## src/design/src_pkg.sv

```systemverilog
// ----------------------------------------------------------------------------
// src_pkg
// shared widths, opcodes and reset values of the sorted range classifier
// ----------------------------------------------------------------------------
`default_nettype none

package src_pkg;

  // field widths
  localparam int ValueW = 16;
  localparam int ColorW = 32;
  localparam int ScaleW = 16;
  localparam int CountW = 4;

  // table depth default
  localparam int MaxRangesDefault = 8;

  // max_limit after reset
  localparam logic signed [ValueW-1:0] MaxLimitReset = 16'sd255;

  // opcodes
  localparam logic OpAdd    = 1'b0;
  localparam logic OpLookup = 1'b1;

  // divider steps, one quotient bit each
  localparam int DivSteps = ScaleW;
  localparam int StepW    = $clog2(DivSteps);
  localparam logic [StepW-1:0] DivLast = StepW'(DivSteps - 1);

endpackage : src_pkg

`default_nettype wire

```

## src/design/sorted_range_classifier_unit.sv

```systemverilog
// ----------------------------------------------------------------------------
// sorted_range_classifier_unit
// sorted table of ranges with insert and lookup, scaled level by serial divide
// ----------------------------------------------------------------------------
//
// channel   | direction | handshake                  | payload
// ----------+-----------+----------------------------+----------------------------------
// command   | in        | start, busy (accept=start  | op_i, value_i, color_i, scale_i
//           |           | while busy is low)         |
// result    | out       | done_o strobe, one cycle   | ok_o, count_o, color_out_o,
//           |           |                            | level_o
// config    | in        | cfg_valid_i / cfg_ready_o  | cfg_data_i (max_limit)
//
// an add reads the entry below the insert slot and moves it up while its lower
// limit is above the new value, then writes the new entry (a full table stores
// nothing); a lookup reads entries in order until the first lower limit above
// the value or the end of the table, reads the match, forms span, offset and
// product, then runs the serial divide and raises the strobe
// the sequence follows from the table memory, whose registered read is checked
// in a separate state, and the restoring divider, one quotient bit per cycle
// reset clears the entry count, the sequencer and max_limit (back to 255)
// results cannot be stalled; busy stays high until the strobe cycle
//
`default_nettype none

module sorted_range_classifier_unit
  import src_pkg::*;
#(
  parameter int MAX_RANGES = MaxRangesDefault
) (
  input  wire logic                     clk_i,
  input  wire logic                     rst_ni,
  // command transaction
  input  wire logic                     start,
  output logic                          busy,
  input  wire logic                     op_i,
  input  wire logic signed [ValueW-1:0] value_i,
  input  wire logic [ColorW-1:0]        color_i,
  input  wire logic [ScaleW-1:0]        scale_i,
  // result transaction
  output logic                          done_o,
  output logic                          ok_o,
  output logic [CountW-1:0]             count_o,
  output logic [ColorW-1:0]             color_out_o,
  output logic [ScaleW-1:0]             level_o,
  // configuration transaction
  input  wire logic                     cfg_valid_i,
  output logic                          cfg_ready_o,
  input  wire logic signed [ValueW-1:0] cfg_data_i
);

  // address width of the table, entry count width (holds MAX_RANGES itself)
  localparam int AW = (MAX_RANGES > 1) ? $clog2(MAX_RANGES) : 1;
  localparam int CW = $clog2(MAX_RANGES + 1);
  localparam logic [CW-1:0] FullCnt = CW'(MAX_RANGES);

  typedef enum logic [3:0] {
    S_IDLE,
    S_INS_RD,   // check full, read entry below the insert slot
    S_INS_CHK,  // move that entry up or drop the new one in
    S_LK_RD,    // read next entry of the scan
    S_LK_CHK,   // stop at the first lower limit above the value
    S_LK_SEL,   // read the matching entry
    S_LK_SPAN,  // span and offset of the match
    S_MUL,      // scale * offset into the divider
    S_DIV       // one quotient bit per cycle
  } state_e;

  state_e state_q;

  // table memory, entries at and above the count may be read but their data is never used
  logic signed [ValueW-1:0] lo_mem  [MAX_RANGES];
  logic [ColorW-1:0]        col_mem [MAX_RANGES];

  logic                     mem_we;
  logic [AW-1:0]            mem_waddr;
  logic signed [ValueW-1:0] mem_wlo;
  logic [ColorW-1:0]        mem_wcol;
  logic [AW-1:0]            mem_raddr;
  logic signed [ValueW-1:0] rd_lo_q;
  logic [ColorW-1:0]        rd_col_q;

  // control and datapath registers
  logic [CW-1:0]            cnt_q;
  logic [CW-1:0]            idx_q;
  logic signed [ValueW-1:0] max_q;
  logic signed [ValueW-1:0] val_q;
  logic [ColorW-1:0]        col_q;
  logic [ScaleW-1:0]        scale_q;
  logic signed [ValueW-1:0] hi_q;
  logic [ScaleW-1:0]        span_q;
  logic [ScaleW-1:0]        off_q;
  logic [ScaleW-1:0]        rem_q;
  logic [ScaleW-1:0]        low_q;
  logic [StepW-1:0]         step_q;

  // registered result
  logic                     done_q;
  logic                     ok_q;
  logic [CountW-1:0]        count_q;
  logic [ColorW-1:0]        color_res_q;
  logic [ScaleW-1:0]        level_q;

  logic [CW-1:0]            idx_m1;
  logic [CW-1:0]            cnt_p1;
  logic                     move_up;
  logic signed [ValueW:0]   span_w;
  logic signed [ValueW:0]   off_w;
  logic [ScaleW:0]          rem_sh;
  logic                     div_ge;
  logic [ScaleW:0]          rem_sub;
  logic [2*ScaleW-1:0]      prod;

  assign idx_m1  = idx_q - CW'(1);
  assign cnt_p1  = cnt_q + CW'(1);
  assign move_up = (rd_lo_q > val_q);

  // span and offset of the matched range, never negative here
  assign span_w = {hi_q[ValueW-1], hi_q} - {rd_lo_q[ValueW-1], rd_lo_q};
  assign off_w  = {val_q[ValueW-1], val_q} - {rd_lo_q[ValueW-1], rd_lo_q};

  assign prod = scale_q * off_q;

  // shared compare/subtract of the restoring divider
  assign rem_sh  = {rem_q, low_q[ScaleW-1]};
  assign div_ge  = (rem_sh >= {1'b0, span_q});
  assign rem_sub = rem_sh - {1'b0, span_q};

  // memory addressing follows the sequencer state
  always_comb begin
    mem_we    = 1'b0;
    mem_waddr = idx_q[AW-1:0];
    mem_wlo   = val_q;
    mem_wcol  = col_q;
    mem_raddr = '0;
    case (state_q)
      S_INS_RD: begin
        mem_raddr = idx_m1[AW-1:0];
        if (cnt_q != FullCnt && idx_q == '0) begin
          mem_we = 1'b1;
        end
      end
      S_INS_CHK: begin
        mem_we = 1'b1;
        if (move_up) begin
          mem_wlo  = rd_lo_q;
          mem_wcol = rd_col_q;
        end
      end
      S_LK_RD: begin
        mem_raddr = idx_q[AW-1:0];
      end
      S_LK_SEL: begin
        mem_raddr = idx_m1[AW-1:0];
      end
      default: begin
        mem_raddr = '0;
      end
    endcase
  end

  always_ff @(posedge clk_i) begin
    if (mem_we) begin
      lo_mem[mem_waddr]  <= mem_wlo;
      col_mem[mem_waddr] <= mem_wcol;
    end
    rd_lo_q  <= lo_mem[mem_raddr];
    rd_col_q <= col_mem[mem_raddr];
  end

  // max_limit register
  always_ff @(posedge clk_i or negedge rst_ni) begin
    if (!rst_ni) begin
      max_q <= MaxLimitReset;
    end else if (cfg_valid_i && cfg_ready_o) begin
      max_q <= cfg_data_i;
    end
  end

  // sequencer
  always_ff @(posedge clk_i or negedge rst_ni) begin
    if (!rst_ni) begin
      state_q     <= S_IDLE;
      cnt_q       <= '0;
      done_q      <= 1'b0;
      idx_q       <= '0;
      ok_q        <= 1'b0;
      count_q     <= '0;
      color_res_q <= '0;
      level_q     <= '0;
      step_q      <= '0;
    end else begin
      done_q <= 1'b0;
      case (state_q)
        S_IDLE: begin
          if (start) begin
            val_q   <= value_i;
            col_q   <= color_i;
            scale_q <= scale_i;
            if (op_i == OpAdd) begin
              idx_q   <= cnt_q;
              state_q <= S_INS_RD;
            end else begin
              idx_q   <= '0;
              state_q <= S_LK_RD;
            end
          end
        end

        S_INS_RD: begin
          if (cnt_q == FullCnt) begin
            // table full, nothing stored
            done_q      <= 1'b1;
            ok_q        <= 1'b0;
            count_q     <= '0;
            color_res_q <= '0;
            level_q     <= '0;
            state_q     <= S_IDLE;
          end else if (idx_q == '0) begin
            cnt_q       <= cnt_p1;
            done_q      <= 1'b1;
            ok_q        <= 1'b1;
            count_q     <= CountW'(cnt_p1);
            color_res_q <= '0;
            level_q     <= '0;
            state_q     <= S_IDLE;
          end else begin
            state_q <= S_INS_CHK;
          end
        end

        S_INS_CHK: begin
          if (move_up) begin
            idx_q   <= idx_m1;
            state_q <= S_INS_RD;
          end else begin
            cnt_q       <= cnt_p1;
            done_q      <= 1'b1;
            ok_q        <= 1'b1;
            count_q     <= CountW'(cnt_p1);
            color_res_q <= '0;
            level_q     <= '0;
            state_q     <= S_IDLE;
          end
        end

        S_LK_RD: begin
          if (idx_q == cnt_q) begin
            // past the last entry, top end is max_limit
            if (idx_q == '0 || val_q > max_q) begin
              done_q      <= 1'b1;
              ok_q        <= 1'b0;
              count_q     <= CountW'(cnt_q);
              color_res_q <= '0;
              level_q     <= '0;
              state_q     <= S_IDLE;
            end else begin
              hi_q    <= max_q;
              state_q <= S_LK_SEL;
            end
          end else begin
            state_q <= S_LK_CHK;
          end
        end

        S_LK_CHK: begin
          if (move_up) begin
            if (idx_q == '0) begin
              // value below the first range
              done_q      <= 1'b1;
              ok_q        <= 1'b0;
              count_q     <= CountW'(cnt_q);
              color_res_q <= '0;
              level_q     <= '0;
              state_q     <= S_IDLE;
            end else begin
              hi_q    <= rd_lo_q - ValueW'(1);
              state_q <= S_LK_SEL;
            end
          end else begin
            idx_q   <= cnt_p1 == '0 ? idx_q : idx_q + CW'(1);
            state_q <= S_LK_RD;
          end
        end

        S_LK_SEL: begin
          state_q <= S_LK_SPAN;
        end

        S_LK_SPAN: begin
          span_q      <= span_w[ScaleW-1:0];
          off_q       <= off_w[ScaleW-1:0];
          color_res_q <= rd_col_q;
          if (span_w == '0) begin
            // zero span, level stays 0
            done_q  <= 1'b1;
            ok_q    <= 1'b1;
            count_q <= CountW'(cnt_q);
            level_q <= '0;
            state_q <= S_IDLE;
          end else begin
            state_q <= S_MUL;
          end
        end

        S_MUL: begin
          rem_q   <= prod[2*ScaleW-1:ScaleW];
          low_q   <= prod[ScaleW-1:0];
          step_q  <= '0;
          state_q <= S_DIV;
        end

        S_DIV: begin
          rem_q  <= div_ge ? rem_sub[ScaleW-1:0] : rem_sh[ScaleW-1:0];
          low_q  <= {low_q[ScaleW-2:0], div_ge};
          step_q <= step_q + StepW'(1);
          if (step_q == DivLast) begin
            done_q  <= 1'b1;
            ok_q    <= 1'b1;
            count_q <= CountW'(cnt_q);
            level_q <= {low_q[ScaleW-2:0], div_ge};
            state_q <= S_IDLE;
          end
        end

        default: begin
          state_q <= S_IDLE;
        end
      endcase
    end
  end

  assign busy        = (state_q != S_IDLE);
  assign cfg_ready_o = (state_q == S_IDLE);
  assign done_o      = done_q;
  assign ok_o        = ok_q;
  assign count_o     = count_q;
  assign color_out_o = color_res_q;
  assign level_o     = level_q;

endmodule : sorted_range_classifier_unit

`default_nettype wire

```

## config.mk

```make
export PLATFORM = sky130hd
export DESIGN_NAME = sorted_range_classifier_unit
export DESIGN_NICKNAME = d
export VERILOG_FILES = /design/src/design/src_pkg.sv /design/src/design/sorted_range_classifier_unit.sv
export SDC_FILE = /design/constraint.sdc
export NUM_CORES = 2
export LEC_CHECK = 0
export BUFFER_PORTS_ARGS = -buffer_cell sky130_fd_sc_hd__buf_2
export CORE_MARGIN = 5
export CORE_UTILIZATION = 40
export DETAILED_ROUTE_END_ITERATION = 7
export PLACE_DENSITY = 0.58
export SYNTH_ARGS = -nofsm -noshare
export SYNTH_HDL_FRONTEND = slang
export SYNTH_SLANG_ARGS = --single-unit
```

## constraint.sdc

```tcl
create_clock -name clk_i -period 8.1 [get_ports clk_i]
set_clock_uncertainty 0.15 [all_clocks]
set_input_delay 1.62 -clock clk_i [delete_from_list [all_inputs] [get_ports clk_i]]
set_output_delay 1.62 -clock clk_i [all_outputs]
set_load 0.02 [all_outputs]
```

-- Word level (Yosys, flattened, before mapping)
Memories as Yosys holds them, arrays and structs flattened. A register that Yosys moved wholly into a read port is not among the register bits.
Cells that the tools add are included.
- memory bits (writable): 384
- bits in registers: 230
- logic and storage cells: 168
- memories: 2
- bits of input ports: 85
- multiplexer cells: 83
- reductions and logical operators: 25
- magnitude comparators: 3
- $add $sub $neg: 8
- $mul: 1
- eq/ne operators: 28
- memories (name ; words ; width ; read ports ; clocked after Yosys merged registers in ; wr ports ; RTL line ; RTL):
    col_mem ; 8 ; 32 ; 1 ; 1 ; 1 ; sorted_range_classifier_unit.sv:73 ; logic [ColorW-1:0] col_mem [MAX_RANGES];
    lo_mem ; 8 ; 16 ; 1 ; 1 ; 1 ; sorted_range_classifier_unit.sv:72 ; logic signed [ValueW-1:0] lo_mem [MAX_RANGES];
- operators by type and width (kind ; number):
    $mux 32 ; 8
    $mux 16 ; 15
    $pmux 32 s5 ; 1
    $pmux 16 s2 ; 3
    $pmux 16 s6 ; 1
    $mux 4 ; 19
    $pmux 4 s9 ; 1
    $gt 16x16->1 ; 2
    $mul 16x16->32 ; 1
    $sub 16x16->16 ; 2
    $ne 2x2->1 const B ; 15
    $pmux 4 s6 ; 1
    $mux 1 ; 21
    $ge 17x16->1 ; 1
    $logic_not 17->1 ; 1
    $sub 16x16->17 ; 1
    $eq 4x3->1 const B ; 4
    $pmux 4 s2 ; 2
    $sub 16x2->16 const B ; 1
    $add 4x1->4 const B ; 3
    $eq 4x4->1 const B ; 3
    $logic_not 4->1 ; 3
    $pmux 1 s6 ; 2
    $pmux 4 s3 ; 1
    other kinds (25) ; 36

-- Depth between registers and ports, before layout
- depth after elaboration: 6
- depth in mapped cells: 24
- mapped depth without buffers: 22

-- Worst setup path after synthesis
Ideal clock, no wire load.
- path type: register to register
- start point: register scale_q[7]
- end point: register rem_q[15] (data pin)
- stages on the path, launching flop included: 24
- required time: 7675 ps
- path buffers: 1
- arrival time: 6136 ps
- setup slack: 1538 ps
- period minus slack after synthesis: 6562 ps
- library setup time: 275 ps
- path through: edfxtp_1 -> clkbuf_1 -> nand2_1 -> fa_1 -> inv_1 -> fa_1 -> inv_1 -> fa_1 -> inv_1 -> fa_1 -> fa_1 -> inv_1 -> fa_1 -> inv_1 -> ha_1 -> a211oi_2 -> o2111ai_1 -> a31o_1 -> a221oi_2 -> o211ai_2 -> a211o_2 -> a311oi_2 -> xnor2_1 -> o22ai_1
- word-level cells in the longest chain between the ends: 2
- RTL lines (item ; RTL line ; RTL):
    start, declared ; sorted_range_classifier_unit.sv:89 ; logic [ScaleW-1:0] scale_q;
    start signal, assigned ; sorted_range_classifier_unit.sv:199 ; scale_q <= scale_i;
    $mul 16x16->32 ; sorted_range_classifier_unit.sv:122 ; assign prod = scale_q * off_q;
    $pmux 16 s2 ; sorted_range_classifier_unit.sv:194 ; case (state_q)
    end signal, assigned ; sorted_range_classifier_unit.sv:307 ; rem_q <= prod[2*ScaleW-1:ScaleW];
    end signal, assigned ; sorted_range_classifier_unit.sv:314 ; rem_q <= div_ge ? rem_sub[ScaleW-1:0] : rem_sh[ScaleW-1:0];
    end, declared ; sorted_range_classifier_unit.sv:93 ; logic [ScaleW-1:0] rem_q;
Every way passes these cells.
A chain may end at the register's enable or synchronous reset.

-- Worst setup path in the final report
Ends and elaborated chain as after synthesis.

==> impl_results.md <==
- Run status: completed
- Initial DRC count: 1732
- Crit-path max FO: 16
- Max incr delay on CP: 0.74 ns
- Worst r2r src: scale_q[7]
- Setup_tns: 0 ns
- Area delta synth->final: 11.8%
- Routed WL: 92.1 mm
- Pwr Density: 452 nW/um^2
- Max-cap violations: 0
- Worst EP required: 8.28 ns
- Antenna Cells: 0
- # nets final: 3867
- Overall power: 18.6 mW
- Flop2flop setup slack: 0.95 ns
- Routed vias: 24300
- Fmax: 140 MHz
- Share of cells above drive strength 1: 0.111
- Hold depth: 1
- Worst Hold Launch: rd_col_q[18]
- Hold Path Class: flop to flop
- Crit end category: flop
- Max rail drop VDD: 0.000486 V
- Clock Tree Buf Depth: 3
- CP bufs+invs: 5
- Syn avg cell area: 11.1 sq um
- Final setup vio count: 0
- Setup CP Type: flop to flop
- Mapped Cells: 3320
- Largest net degree at the start of global routing: 90
- Leak pwr: 17.1 nW
- Number of flops mapped to enable cells by yosys: 528
- CTS tree: yes
- Core area: 91400 sq um
- Starting Density: 0.402
- Mapped cell area: 36800 sq um
- Port Buf Inserts: 140
- Post-synth top flop: edfxtp_1
- Clock buffer count from CTS: 73
- Post-cts resize count: 0
- CP arrival: 7.33 ns
- Clock-pin slew on the worst setup and hold paths: 0.06 ns
- Dpl cell area: 38600 sq um
- Fill count: 8484
- Pre-antenna DRT Iters: 5
- Clock Sinks: 662
- Critical-path cell list: nand2_1, fa_1, inv_1, fa_1, inv_1, fa_1, inv_1, fa_1, fa_1, inv_1, fa_1, inv_1, ha_1, a211oi_2, o2111ai_1, a31o_1, a221oi_2, o211ai_2, a211o_2, a311oi_2, xnor2_1, o22ai_1
- Hold_buf cts: 0
- Ys Warns: 0
- Max transition margin: 0.197
- Count of cell types in the netlist: 86
- Die ar.: 98100 sq um
- Total track usage: 0.186
- Post-route DRC: 0
- IO Count: 141
- Die Wd: 313 microns
- Most used cell, CP: fa_1
- RSZ-0062 raised after global routing: false
- Die height: 313 microns
- Post-synth ARST share: 0.130
- Fin crit share: 0.882
- Critical path's top delay family: adder cells
- Seq/Total Area, Yosys: 0.516
- Post-layout minimum cycle time: 7.15 ns
- Drt via density: 5.23
- Final Hold Fails: 0
- Syn nets: 3777
- Placer Congestion: 0.862
- Root buffer cell: clkbuf_16
- Post-DRT Antenna Nets: 0
- Fin area: 41100 sq um
- Least-Margin Pin Slew: 1.19 ns
- Setup repair bufs after CTS: 0
- Global-route wire length before repair: 144 mm
- Seq cells post-synth: 662
- H-Tree Depth: 3
- DR WL/cell: 19.8 microns
- R2R Path End: rem_q[15]
- Worst Hold Endpoint: color_out_o[18]
- Post-DP HPWL: 59.1 mm
- # rows: 111
- Slew Limit Fails: 0
- Grt ovf: 0
- Number of antenna violations at the first check in global routing: 0
- Clk_lat worst skew: 0.63 ns
- CP max stage cell: edfxtp_1
- Vias in the first global route: 24200
- Startpoint types: flop
- Worst Reg-to-Reg Cells: 22
[synthesized netlist by cell type, types with 50 or more instances]
cell type,instances,area share
edfxtp_1,528,0.43
o21ai_0,154,0.021
nor2_1,65,0.0066
clkbuf_1,130,0.013
inv_1,308,0.031
a21oi_1,63,0.0086
and2_1,128,0.022
nand3_1,259,0.035
ha_1,175,0.060
dfrtp_1,78,0.053
nand2_1,700,0.071
mux2_2,50,0.015
xnor2_1,55,0.013
fa_1,197,0.11
[layout by cell type (no fill, tap or decap), types with 7 or more instances in the layout]
cell type,synthesis,final
a211oi_1,13,13
a21o_1,24,24
a21oi_1,63,63
a22o_1,38,38
a31oi_1,13,13
a32o_1,12,12
and2_1,128,126
buf_2,5,139
buf_4,0,26
clkbuf_1,130,12
clkbuf_16,0,75
clkbuf_8,2,8
clkinv_1,0,7
clkinv_2,0,16
dfrtp_1,78,78
dfstp_2,8,8
dfxtp_1,48,48
edfxtp_1,528,528
fa_1,197,197
ha_1,175,175
inv_1,308,308
mux2_2,50,50
mux2i_1,10,10
nand2_1,700,696
nand2b_1,10,10
nand3_1,259,259
nand4_1,13,13
nor2_1,65,61
nor2b_1,19,18
nor3_1,21,19
o211ai_1,14,14
o21a_1,14,13
o21ai_0,154,154
o22ai_1,9,9
or3_1,10,10
xnor2_1,55,55
xor2_1,24,24
[cell type report]
type	instances	area, sq um	share of cell area
well taps	1186	1480	0.0361
multi-input cells	2200	16100	0.393
repair buffers	165	891	0.0217
clock buffers	95	2030	0.0494
clock inverters	40	422	0.0103
flip-flops and latches	662	19000	0.462
inverters	308	1160	0.0281
[power breakdown]
part	total (mW)	switching [mW]	internal, mW
Clock	3.38	1.40	1.98
Combinational	10.0	6.25	3.77
Sequential	5.17	0.437	4.73
[logic make-up (layout without fill, tap and decap cells)]
| group | count (synthesis) | count (layout) | synth area share |
|---|---|---|---|
| and+or+nand+nor | 1263 | 1263 | 0.155 |
| DFF | 662 | 662 | 0.516 |
| adders and majority gates | 372 | 372 | 0.167 |
| buffers and inverters | 458 | 608 | 0.0479 |
| AOI/OAI and AO/OA | 423 | 423 | 0.0763 |
| xor gates and xnor gates | 79 | 79 | 0.0188 |
| muxes | 63 | 63 | 0.0193 |
[worst max path at each step]
stage	cells past startpoint	startpoint	endpoint	slack [ns]
2_1_floorplan	23	scale_q[7]	rem_q[15]	1.54
3_3_place_gp	21	off_q[4]	rem_q[15]	1.07
3_5_place_dp	22	scale_q[7]	rem_q[15]	1.01
4_1_cts	22	scale_q[7]	rem_q[15]	1.00
5_1_grt	22	scale_q[7]	rem_q[15]	0.68
6_report	22	scale_q[7]	rem_q[15]	0.95
[per-stage QoR]
step | utilization | std cells | worst slack, ns | hold slack [ns]
4_1_cts | 0.450 | 4656 | 1.00 | 0.339
3_5_place_dp | 0.423 | 4521 | 1.01 | 0.317
6_report | 0.450 | 4656 | 0.954 | 0.334
5_1_grt | 0.450 | 4656 | 0.676 | 0.362
2_1_floorplan | - | 3320 | 1.54 | 0.302
3_3_place_gp | 0.423 | 4521 | 1.07 | 0.310
[flip-flops by register name (all words and copies together) (netlist names), 32 cells and up]
signal       count
col_q           32
col_mem        256
rd_col_q        32
color_out_o     32
lo_mem         128
[layer usage]
| metal | GRT usage | routed length [microns] | vias up | part of all wire |
|---|---|---|---|---|
| li1 | - | - | 11600 | - |
| met1 | 0.262 | 41500 | 12000 | 0.45 |
| met2 | 0.308 | 44000 | 593 | 0.48 |
| met3 | 0.0251 | 4210 | 141 | 0.046 |
| met4 | 0.0479 | 2320 | 0 | 0.025 |
| met5 | 0 | 0 | - | 0 |
Note: power is estimated with default switching activity, not from simulation.
